**src/mes_pkg.sv**
```systemverilog
`timescale 1ns / 1ps
// ----------------------------------------------------------------------------
// mes_pkg
// Shared types, element codes and the Morse pattern table.
// ----------------------------------------------------------------------------
package mes_pkg;

  localparam int MaxSyms = 6;
  localparam int CntW    = $clog2(MaxSyms + 1);
  localparam int IdxW    = 6;

  // element kinds
  localparam logic [1:0] KIND_DIT  = 2'd0;
  localparam logic [1:0] KIND_DAH  = 2'd1;
  localparam logic [1:0] KIND_GAP1 = 2'd2;
  localparam logic [1:0] KIND_GAP3 = 2'd3;

  localparam logic [1:0] UNITS_ONE   = 2'd1;
  localparam logic [1:0] UNITS_THREE = 2'd3;

  // character classes and table offsets
  localparam logic [7:0] CASE_FOLD    = 8'd32;
  localparam logic [7:0] LETTER_BASE  = 8'd65;
  localparam logic [7:0] DIGIT_BASE   = 8'd22;
  localparam logic [IdxW-1:0] SYM_QUERY = 6'd36;
  localparam logic [IdxW-1:0] SYM_SLASH = 6'd37;
  localparam logic [IdxW-1:0] SYM_SPACE = 6'd38;

  // symbol pattern: first symbol in bit 0, a set bit is a dash
  typedef struct packed {
    logic                valid;
    logic                word;
    logic [CntW-1:0]     len;
    logic [MaxSyms-1:0]  bits;
  } pat_t;

  typedef struct packed {
    logic [1:0] kind;
    logic [1:0] units;
    logic       last;
  } elem_t;

  function automatic pat_t pattern_lookup(input logic [IdxW-1:0] idx);
    pat_t p;
    p.valid = 1'b1;
    p.word  = 1'b0;
    p.len   = CntW'(0);
    p.bits  = '0;
    unique case (idx)
      6'd0:  begin p.len = 3'd2; p.bits = 6'b000010; end
      6'd1:  begin p.len = 3'd4; p.bits = 6'b000001; end
      6'd2:  begin p.len = 3'd4; p.bits = 6'b000101; end
      6'd3:  begin p.len = 3'd3; p.bits = 6'b000001; end
      6'd4:  begin p.len = 3'd1; p.bits = 6'b000000; end
      6'd5:  begin p.len = 3'd4; p.bits = 6'b000100; end
      6'd6:  begin p.len = 3'd3; p.bits = 6'b000011; end
      6'd7:  begin p.len = 3'd4; p.bits = 6'b000000; end
      6'd8:  begin p.len = 3'd2; p.bits = 6'b000000; end
      6'd9:  begin p.len = 3'd4; p.bits = 6'b001110; end
      6'd10: begin p.len = 3'd3; p.bits = 6'b000101; end
      6'd11: begin p.len = 3'd4; p.bits = 6'b000010; end
      6'd12: begin p.len = 3'd2; p.bits = 6'b000011; end
      6'd13: begin p.len = 3'd2; p.bits = 6'b000001; end
      6'd14: begin p.len = 3'd3; p.bits = 6'b000111; end
      6'd15: begin p.len = 3'd4; p.bits = 6'b000110; end
      6'd16: begin p.len = 3'd4; p.bits = 6'b001011; end
      6'd17: begin p.len = 3'd3; p.bits = 6'b000010; end
      6'd18: begin p.len = 3'd3; p.bits = 6'b000000; end
      6'd19: begin p.len = 3'd1; p.bits = 6'b000001; end
      6'd20: begin p.len = 3'd3; p.bits = 6'b000100; end
      6'd21: begin p.len = 3'd4; p.bits = 6'b001000; end
      6'd22: begin p.len = 3'd3; p.bits = 6'b000110; end
      6'd23: begin p.len = 3'd4; p.bits = 6'b001001; end
      6'd24: begin p.len = 3'd4; p.bits = 6'b001101; end
      6'd25: begin p.len = 3'd4; p.bits = 6'b000011; end
      6'd26: begin p.len = 3'd5; p.bits = 6'b011111; end
      6'd27: begin p.len = 3'd5; p.bits = 6'b011110; end
      6'd28: begin p.len = 3'd5; p.bits = 6'b011100; end
      6'd29: begin p.len = 3'd5; p.bits = 6'b011000; end
      6'd30: begin p.len = 3'd5; p.bits = 6'b010000; end
      6'd31: begin p.len = 3'd5; p.bits = 6'b000000; end
      6'd32: begin p.len = 3'd5; p.bits = 6'b000001; end
      6'd33: begin p.len = 3'd5; p.bits = 6'b000011; end
      6'd34: begin p.len = 3'd5; p.bits = 6'b000111; end
      6'd35: begin p.len = 3'd5; p.bits = 6'b001111; end
      SYM_QUERY: begin p.len = 3'd6; p.bits = 6'b001100; end
      SYM_SLASH: begin p.len = 3'd5; p.bits = 6'b001001; end
      SYM_SPACE: begin p.len = 3'd1; p.word = 1'b1; end
      default: p.valid = 1'b0;
    endcase
    return p;
  endfunction

endpackage

```
**src/morse_element_sequencer.sv**
```systemverilog
`timescale 1ns / 1ps
// ----------------------------------------------------------------------------
// morse_element_sequencer
// Turn ASCII bytes into timed Morse tone and gap elements.
// ----------------------------------------------------------------------------
//  channel | dir | ports                        | beat
//  in      | in  | in_tvalid/tready/tdata[7:0]  | one ASCII byte
//  out     | out | out_tvalid/tready/tdata[7:0] | one element, tlast on final
//                  out_tlast
//
//  Flow: each symbol is followed by a one-unit gap and a closing three-unit
//  gap carries tlast; one element leaves per cycle while out_tready is high,
//  the pattern register shifts once per tone; unmapped bytes are dropped.
//  Reset: synchronous, active low; clears the sequencer and the output flag.
//  Stalls: out_tready low holds the output register and the sequencer;
//  in_tready stays low until the sequencer has handed off its last element.
// ----------------------------------------------------------------------------
module morse_element_sequencer (
  input  logic       clk,
  input  logic       rst_n,
  input  logic       in_tvalid,
  output logic       in_tready,
  input  logic [7:0] in_tdata,   // [7:0] char_code
  output logic       out_tvalid,
  input  logic       out_tready,
  output logic [7:0] out_tdata,  // [1:0] element_kind, [3:2] duration_units, [7:4] zero
  output logic       out_tlast   // last_element
);
  import mes_pkg::*;

  pat_t  pat;
  elem_t elem;
  logic  seq_ready;
  logic  elem_valid;
  logic  elem_ready;
  logic  in_beat;

  logic       out_tvalid_r, out_tvalid_nxt;
  logic [3:0] out_data_r, out_data_nxt;
  logic       out_last_r, out_last_nxt;

  // accept a byte whenever the sequencer is idle; unmapped bytes just drop
  assign in_tready = seq_ready;
  assign in_beat   = in_tvalid && in_tready;

  mes_char_decode u_decode (
    .char_code (in_tdata),
    .pat       (pat)
  );

  mes_element_seq u_seq (
    .clk        (clk),
    .rst_n      (rst_n),
    .start      (in_beat),
    .pat        (pat),
    .ready      (seq_ready),
    .elem_valid (elem_valid),
    .elem_ready (elem_ready),
    .elem       (elem)
  );

  // output register: refill when empty or when the current beat leaves
  assign elem_ready = !out_tvalid_r || out_tready;

  always_comb begin
    out_tvalid_nxt = out_tvalid_r;
    out_data_nxt   = out_data_r;
    out_last_nxt   = out_last_r;
    if (elem_ready) begin
      out_tvalid_nxt = elem_valid;
      out_data_nxt   = {elem.units, elem.kind};
      out_last_nxt   = elem.last;
    end
  end

  always_ff @(posedge clk) begin
    if (!rst_n) begin
      out_tvalid_r <= 1'b0;
    end else begin
      out_tvalid_r <= out_tvalid_nxt;
    end
    out_data_r <= out_data_nxt;
    out_last_r <= out_last_nxt;
  end

  assign out_tvalid = out_tvalid_r;
  assign out_tdata  = {4'b0000, out_data_r};
  assign out_tlast  = out_last_r;

endmodule

```
**src/mes_char_decode.sv**
```systemverilog
`timescale 1ns / 1ps
// ----------------------------------------------------------------------------
// mes_char_decode
// Fold case, map an ASCII byte to a table index and fetch its pattern.
// ----------------------------------------------------------------------------
module mes_char_decode (
  input  logic [7:0]    char_code,
  output mes_pkg::pat_t pat
);
  import mes_pkg::*;

  logic [7:0]      folded;
  logic [IdxW-1:0] idx;

  always_comb begin
    folded = char_code;
    if (char_code >= "a" && char_code <= "z") begin
      folded = char_code - CASE_FOLD;
    end
  end

  always_comb begin
    idx = '1;  // out of table range: no pattern
    if (folded >= "A" && folded <= "Z") begin
      idx = IdxW'(folded - LETTER_BASE);
    end else if (folded >= "0" && folded <= "9") begin
      idx = IdxW'(folded - DIGIT_BASE);
    end else if (folded == "?") begin
      idx = SYM_QUERY;
    end else if (folded == "/") begin
      idx = SYM_SLASH;
    end else if (folded == " ") begin
      idx = SYM_SPACE;
    end
  end

  assign pat = pattern_lookup(idx);

endmodule

```
**src/mes_element_seq.sv**
```systemverilog
`timescale 1ns / 1ps
// ----------------------------------------------------------------------------
// mes_element_seq
// Walk a pattern through a shift register, one element per cycle while elem_ready is high.
// ----------------------------------------------------------------------------
module mes_element_seq (
  input  logic          clk,
  input  logic          rst_n,
  input  logic          start,
  input  mes_pkg::pat_t pat,
  output logic          ready,
  output logic          elem_valid,
  input  logic          elem_ready,
  output mes_pkg::elem_t elem
);
  import mes_pkg::*;

  localparam logic [1:0] ST_IDLE  = 2'd0;
  localparam logic [1:0] ST_SYM   = 2'd1;
  localparam logic [1:0] ST_GAP1  = 2'd2;
  localparam logic [1:0] ST_CLOSE = 2'd3;

  logic [1:0]         state_r, state_nxt;
  logic [MaxSyms-1:0] pat_r, pat_nxt;
  logic [CntW-1:0]    cnt_r, cnt_nxt;
  logic               word_r, word_nxt;
  logic               take;

  assign ready      = (state_r == ST_IDLE);
  assign elem_valid = (state_r != ST_IDLE);
  assign take       = elem_valid && elem_ready;

  always_comb begin
    elem = '{kind: KIND_GAP3, units: UNITS_THREE, last: 1'b0};
    unique case (state_r)
      ST_SYM: begin
        if (word_r) begin
          elem.kind  = KIND_GAP3;
          elem.units = UNITS_THREE;
        end else if (pat_r[0]) begin
          elem.kind  = KIND_DAH;
          elem.units = UNITS_THREE;
        end else begin
          elem.kind  = KIND_DIT;
          elem.units = UNITS_ONE;
        end
      end
      ST_GAP1: begin
        elem.kind  = KIND_GAP1;
        elem.units = UNITS_ONE;
      end
      ST_CLOSE: elem.last = 1'b1;
      default: ;
    endcase
  end

  always_comb begin
    state_nxt = state_r;
    pat_nxt   = pat_r;
    cnt_nxt   = cnt_r;
    word_nxt  = word_r;
    unique case (state_r)
      ST_IDLE: begin
        if (start && pat.valid) begin
          state_nxt = ST_SYM;
          pat_nxt   = pat.bits;
          cnt_nxt   = pat.len;
          word_nxt  = pat.word;
        end
      end
      ST_SYM: begin
        if (take) begin
          state_nxt = ST_GAP1;
          pat_nxt   = pat_r >> 1;
          cnt_nxt   = cnt_r - CntW'(1);
        end
      end
      ST_GAP1: begin
        if (take) begin
          state_nxt = (cnt_r == '0) ? ST_CLOSE : ST_SYM;
        end
      end
      ST_CLOSE: begin
        if (take) begin
          state_nxt = ST_IDLE;
        end
      end
      default: state_nxt = ST_IDLE;
    endcase
  end

  always_ff @(posedge clk) begin
    if (!rst_n) begin
      state_r <= ST_IDLE;
    end else begin
      state_r <= state_nxt;
    end
    pat_r  <= pat_nxt;
    cnt_r  <= cnt_nxt;
    word_r <= word_nxt;
  end

`ifndef SYNTHESIS
  a_load: assert property (@(posedge clk) disable iff (!rst_n)
    (state_r == ST_IDLE && start && pat.valid) |=> (state_r == ST_SYM))
    else $error("mes_element_seq: mapped character did not start");
  a_sym_cnt: assert property (@(posedge clk) disable iff (!rst_n)
    (state_r == ST_SYM) |-> (cnt_r != '0))
    else $error("mes_element_seq: tone with no symbols left");
  a_close: assert property (@(posedge clk) disable iff (!rst_n)
    (state_r == ST_GAP1 && take && cnt_r == '0) |=> (state_r == ST_CLOSE))
    else $error("mes_element_seq: letter gap skipped");
  a_cnt_max: assert property (@(posedge clk) disable iff (!rst_n)
    (state_r != ST_IDLE) |-> (cnt_r <= CntW'(MaxSyms)))
    else $error("mes_element_seq: symbol count out of range");
`endif

endmodule
```
**config.mk**
```make
export PLATFORM = sky130hd
export DESIGN_NAME = morse_element_sequencer
export DESIGN_NICKNAME = d
export VERILOG_FILES = /design/src/mes_pkg.sv /design/src/morse_element_sequencer.sv /design/src/mes_char_decode.sv /design/src/mes_element_seq.sv
export SDC_FILE = /design/constraint.sdc
export NUM_CORES = 1
export LEC_CHECK = 0
export ABC_AREA = 1
export BUFFER_PORTS_ARGS = -buffer_cell sky130_fd_sc_hd__buf_2
export CORE_MARGIN = 10
export CORE_UTILIZATION = 65
export DETAILED_ROUTE_END_ITERATION = 6
export PLACE_DENSITY_LB_ADDON = 0.1
export SLEW_MARGIN = 20
export SYNTH_ARGS = -nofsm -noshare
export SYNTH_HDL_FRONTEND = slang
export SYNTH_HIERARCHICAL = 1
export SYNTH_SLANG_ARGS = --single-unit
```
**constraint.sdc**
```tcl
create_clock -name clk -period 9.7 [get_ports clk]
set_clock_uncertainty 0.05 [all_clocks]
set_input_delay 1.94 -clock clk [delete_from_list [all_inputs] [get_ports clk]]
set_output_delay 1.94 -clock clk [all_outputs]
set_load 0.05 [all_outputs]
```
### Word-level counts from Yosys, hierarchy flattened

Cells that the tools add are included.

| storage, ports and cells | value |
|---|---|
| register bits | 18 |
| logic and storage cells | 121 |
| latch bits | 0 |
| bits of input ports | 12 |
| RAM bits | 0 |
| memory bits (read-only) | 0 |
| output and inout port bits | 11 |
| memories | 0 |

| operators by class | value |
|---|---|
| multiply operators | 0 |
| mux-type cells | 26 |
| add/subtract/negate cells | 4 |
| equality and inequality tests | 48 |
| div/mod/pow operators | 0 |
| shift-type cells | 0 |
| $lt $le $gt $ge | 6 |
| bitwise logic cells | 0 |
| reductions and logical operators | 30 |

Operators with widths:

| cell | count |
|---|---|
| == test 6 x 5 -> 1 bit, second input constant | 16 |
| case mux 5 bit (19 select lines) | 1 |
| == test 6 x 4 -> 1 bit, second input constant | 8 |
| == test 6 bit, second input constant | 7 |
| OR reduction 39 bit | 1 |
| two-way mux 6 bit | 6 |
| == test 6 x 3 -> 1 bit, second input constant | 4 |
| == test 8 x 6 -> 1 bit, second input constant | 3 |
| case mux 3 bit (6 select lines) | 1 |
| >= comparator 8 x 7 -> 1 bit, second input constant | 2 |
| <= comparator 8 x 7 -> 1 bit, second input constant | 2 |
| == test 6 x 2 -> 1 bit, second input constant | 2 |
| case mux 6 bit (2 select lines) | 1 |
| OR reduction 12 bit | 1 |
| OR reduction 11 bit | 1 |
| two-way mux 2 bit | 5 |
| OR reduction 2 bit | 5 |
| two-way mux 3 bit | 3 |
| >= comparator 8 x 6 -> 1 bit, second input constant | 1 |
| <= comparator 8 x 6 -> 1 bit, second input constant | 1 |
| two-way mux 8 bit | 1 |
| inequality test 2 x 1 -> 1 bit, second input constant | 4 |
| case mux 2 bit (4 select lines) | 1 |
| case mux 4 bit (2 select lines) | 1 |
| other kinds (25) | 36 |

### Depth between registers and ports, before layout

| logic depth | value |
|---|---|
| depth after elaboration | 15 |
| gate-level depth with buffers | 29 |
| mapped depth without buffers | 28 |

### Modules after synthesis

The synthesis kept the hierarchy.

By module, submodules not included:

| module | cells an instance | area an instance (um^2) | seq. area each (um^2) | times used |
|---|---|---|---|---|
| mes_char_decode | 252 | 1328.8 | 0.0 | 1 |
| mes_element_seq | 80 | 705.7 | 340.3 | 1 |
| morse_element_sequencer | 18 | 237.7 | 170.2 | 1 |

### Worst setup path before layout

No wires, ideal clock.

| path | value |
|---|---|
| kind | input -> register |
| start | input in_tdata[0] |
| end | register u_seq.cnt_r[0] (enable) |
| required time | 9263 ps |
| buffers on the path | 0 |
| stages on the path | 26 |
| path slack | 4809 ps |
| arrival | 4453 ps |
| library setup time | 387 ps |
| cells stage by stage | inv_1 -> ha_1 -> inv_1 -> nor2_1 -> nand2_1 -> nand3_1 -> nand2_2 -> nand2_2 -> nand2_2 -> nor2_4 -> nand3_1 -> nand3_2 -> nand2_2 -> nand2_2 -> nand2_4 -> nor2_1 -> nand2_1 -> nand2_1 -> nor2_2 -> nand2_1 -> nor2_2 -> nand3_1 -> nand2_1 -> nor2_1 -> nand2_1 -> o21ai_0 |

RTL lines:

| element | line | source |
|---|---|---|
| start: declaration | morse_element_sequencer.sv:23 | `input logic [7:0] in_tdata,` |
| end signal: assignment | mes_element_seq.sv:99 | `cnt_r <= cnt_nxt;` |
| end: declaration | mes_element_seq.sv:25 | `logic [CntW-1:0] cnt_r, cnt_nxt;` |

==> results_dict.tcl <==
set metrics [dict create \
    critPathSlowestCell "o21ai_1" \
    wl_met3_um 408 \
    nets 391 \
    min_period_ns 5.34 \
    syn_avg_cell_area_um2 6.49 \
    crit_chain "buf_2, inv_1, ha_1, nand3_1, nand2_1, nand2_2, nand3_1, nand2_1, nor2_4, nand3_1, nand3_2, nand2_4, a21oi_2, nand3b_1, nand2_1, inv_1, nand3_1, nor2_2, nand3_1, nand2_1, nor2_1, nand2_1, o21ai_1" \
    die_h_um 79.1 \
    slew_violations 0 \
    dpl_cell_area_um2 2330 \
    required_ns 9.56 \
    core_region_area_um2 3360 \
    post_cts_buffers 0 \
    drtIter0Drc 221 \
    rsz0062_at_grt "no" \
    sequentialPowerShare_pct 34.6 \
    dpl_worst_slack_ns 4.05 \
    wl_met2_um 2260 \
    antennaDiodeCount 0 \
    critPathBufInv 3 \
    cts_buffers 3 \
    clock_sink_count 18 \
    start_util_pct 67.6 \
    setup_tns_ns 0 \
    dieWidth_um 79.1 \
    grt_overflow_total 0 \
    p_int_mw 0.176 \
    pwr-share-comb_pct 54.5 \
    powerDensity_nw_per_um2 144 \
    p_switching_mw 0.163 \
    via_per_inst 5.38 \
    io_buffer_count 18 \
    fill_cells 311 \
    crit_start "in_tdata[0]" \
    maxSlewHeadroom_pct 46.5 \
    final.setup.worst_slack_ns 4.36 \
    finish.utilization_pct 70.0 \
    boundaryPins 23 \
    wl_per_cell_um 12.3 \
    synth_area_um2 2270 \
    synthArstFlopShare_pct 0 \
    finalSetupViolCount 0 \
    totalWireLength_um 5030 \
    status "finished clean" \
    ctsHtreeMaxLevel 1 \
    ir_drop_v 0.0000697 \
    cts_resized 0 \
    top_layer "met4" \
    drive_gt1_share_pct 22.0 \
    synth_ff_type "edfxtp_1" \
    fp-row-count 21 \
    crit_family "simple AND/OR/NAND/NOR gates" \
    yosysWarnings 6 \
    drc 0 \
    hold_start "u_seq/pat_r[1]$_DFFE_PP_" \
    path_clk_slew_ns 0.10 \
    cts_hold_buffers 0 \
    reg2reg_from "u_seq/state_r[1]$_SDFFE_PN0P_" \
    grt_pass1_wl_um 8710 \
    leakage_nw 1.29 \
    grt_start_max_net_pins 14 \
    first_pass_iters 5 \
    cts_tree "built" \
    ant_nets 0 \
    hp-class "register to register" \
    worst_path_largest_cell_delay_ns 0.44 \
    drv_cap 0 \
    dp_hpwl_um 4120 \
    insertion_delay_ns 0.29 \
    fmax_mhz 187 \
    grtUsageTotal_pct 16.1 \
    yosysSeqAreaShare_pct 22.5 \
    hold_viol 0 \
    critPathMaxFanout 9 \
    ys_ff_latch 18 \
    postLayoutCellArea_um2 2350 \
    setup.worst_path.start_class "input pin" \
    synth_edf_count 15 \
    clk_path_buf_depth 2 \
    die_area_um2 6260 \
    tightest_slew_ns 0.797 \
    vias 2199 \
    wl_met1_um 2250 \
    setup.worst_path.class "input pin to register" \
    areaGrowthSynthToFinish_pct 3.63 \
    grt_pass1_vias 1992 \
    worst_ep_arrival_time_ns 5.21 \
    sw_frac_of_total_pct 48.1 \
    postSynthCellCount 350 \
    fin_crit_sh_pct 55.1 \
    cp-end-kind "register" \
    antenna_found_initial 0 \
    place_congestion 0.995 \
    synth.distinct_cells 35 \
    power_frac_clock_pct 10.9 \
    clock_tree.root_cell "clkbuf_4" \
]
-- routing by layer --
| metal | track usage [%] | up-vias |
|---|---|---|
| li1 | - | 1127 |
| met1 | 21.2 | 941 |
| met2 | 26.1 | 113 |
| met3 | 2.25 | 18 |
| met4 | 6.09 | 0 |
| met5 | 0 | - |
-- Yosys cell counts (all sizes together) (2+ instances only) --
cell | number | area (um2)
nand3b | 3 | 22.5
conb | 3 | 11.3
o21ai | 11 | 62.6
edfxtp | 15 | 450
a21oi | 9 | 56.3
nor2 | 46 | 220
dfxtp | 3 | 60.1
nand2 | 134 | 583
nand4 | 6 | 37.5
buf | 12 | 103
nor3 | 6 | 30.0
nand3 | 29 | 188
xnor2 | 3 | 26.3
and3 | 2 | 12.5
inv | 46 | 173
ha | 15 | 188
-- sequential cells by signal (all words and copies together) (netlist names) --
signal / count
u_seq/state_r: 2
out_data_r: 4
u_seq/pat_r: 6
out_tvalid: 1
u_seq/word_r: 1
u_seq/cnt_r: 3
out_tlast: 1
-- placed cells by master (no fill, tap or decap), types with 4 or more instances in the layout --
master,synthesis,routed
nand4_1,6,6
conb_1,3,6
nand2_4,4,4
a21oi_1,6,6
nand2_1,110,110
buf_2,1,18
nor2_1,33,33
o21ai_1,6,7
nand3_1,22,22
nor3_1,6,6
ha_1,15,15
nor2_2,10,10
nand2_2,20,20
inv_1,37,37
nand3_2,6,6
inv_2,9,9
edfxtp_1,15,15
-- tightest hold or removal path: cells and delay by family (launching register included) --
kind | cells | cell delay [ns]
and+or+nand+nor | 2 | 0.11
DFF | 1 | 0.34
-- final cells by class --
class	instances	area (um2)	area share [%]
Sequential cell	18	510	21.7
Timing Repair Buffer	18	90.1	3.83
Tap cell	46	57.6	2.44
Clock buffer	4	26.3	1.12
Inverter	47	176	7.49
Multi-Input combinational cell	276	1490	63.4
-- power groups by stage --
stage                     combinational, mW  sequential (mW)  clock, mW
final                                 0.185            0.117     0.0369
after global routing                  0.204            0.119     0.0411
after floorplan                       0.130            0.147          0
after global placement                0.181            0.119          0
after CTS                             0.185            0.117     0.0373
after detailed placement              0.184            0.119          0
-- cell families (layout without fill, tap and decap cells) --
family,count (synthesis),count (layout),synth area share (%)
AND/OR/NAND/NOR,227,227,48.4
buffers and inverters,59,69,12.3
AO/OA/AOI/OAI,24,24,6.55
flip-flops,18,18,22.5
adder cells (fa/ha/maj),15,15,8.26
XOR/XNOR,4,4,1.54
other,3,6,0.496
-- per-stage QoR --
stage               std cells  hold slack [ns]  power (mW)
floorplan                 353            0.441       0.277
global placement          405            0.452       0.300
detailed placement        405            0.464       0.303
CTS                       409            0.489       0.339
global route              409            0.511       0.363
finish                    409            0.492       0.339
-- worst paths after layout --
path	endpoint	slack, ns	cells past startpoint
worst max register to register	u_seq/cnt_r[1]$_DFFE_PP_	7.42	4
worst min register to register	u_seq/pat_r[0]$_DFFE_PP_	0.49	2
worst min-delay path	u_seq/pat_r[0]$_DFFE_PP_	0.49	2
worst max-delay path	u_seq/cnt_r[1]$_DFFE_PP_	4.36	23
No activity file was read; power rests on OpenSTA's default activity.
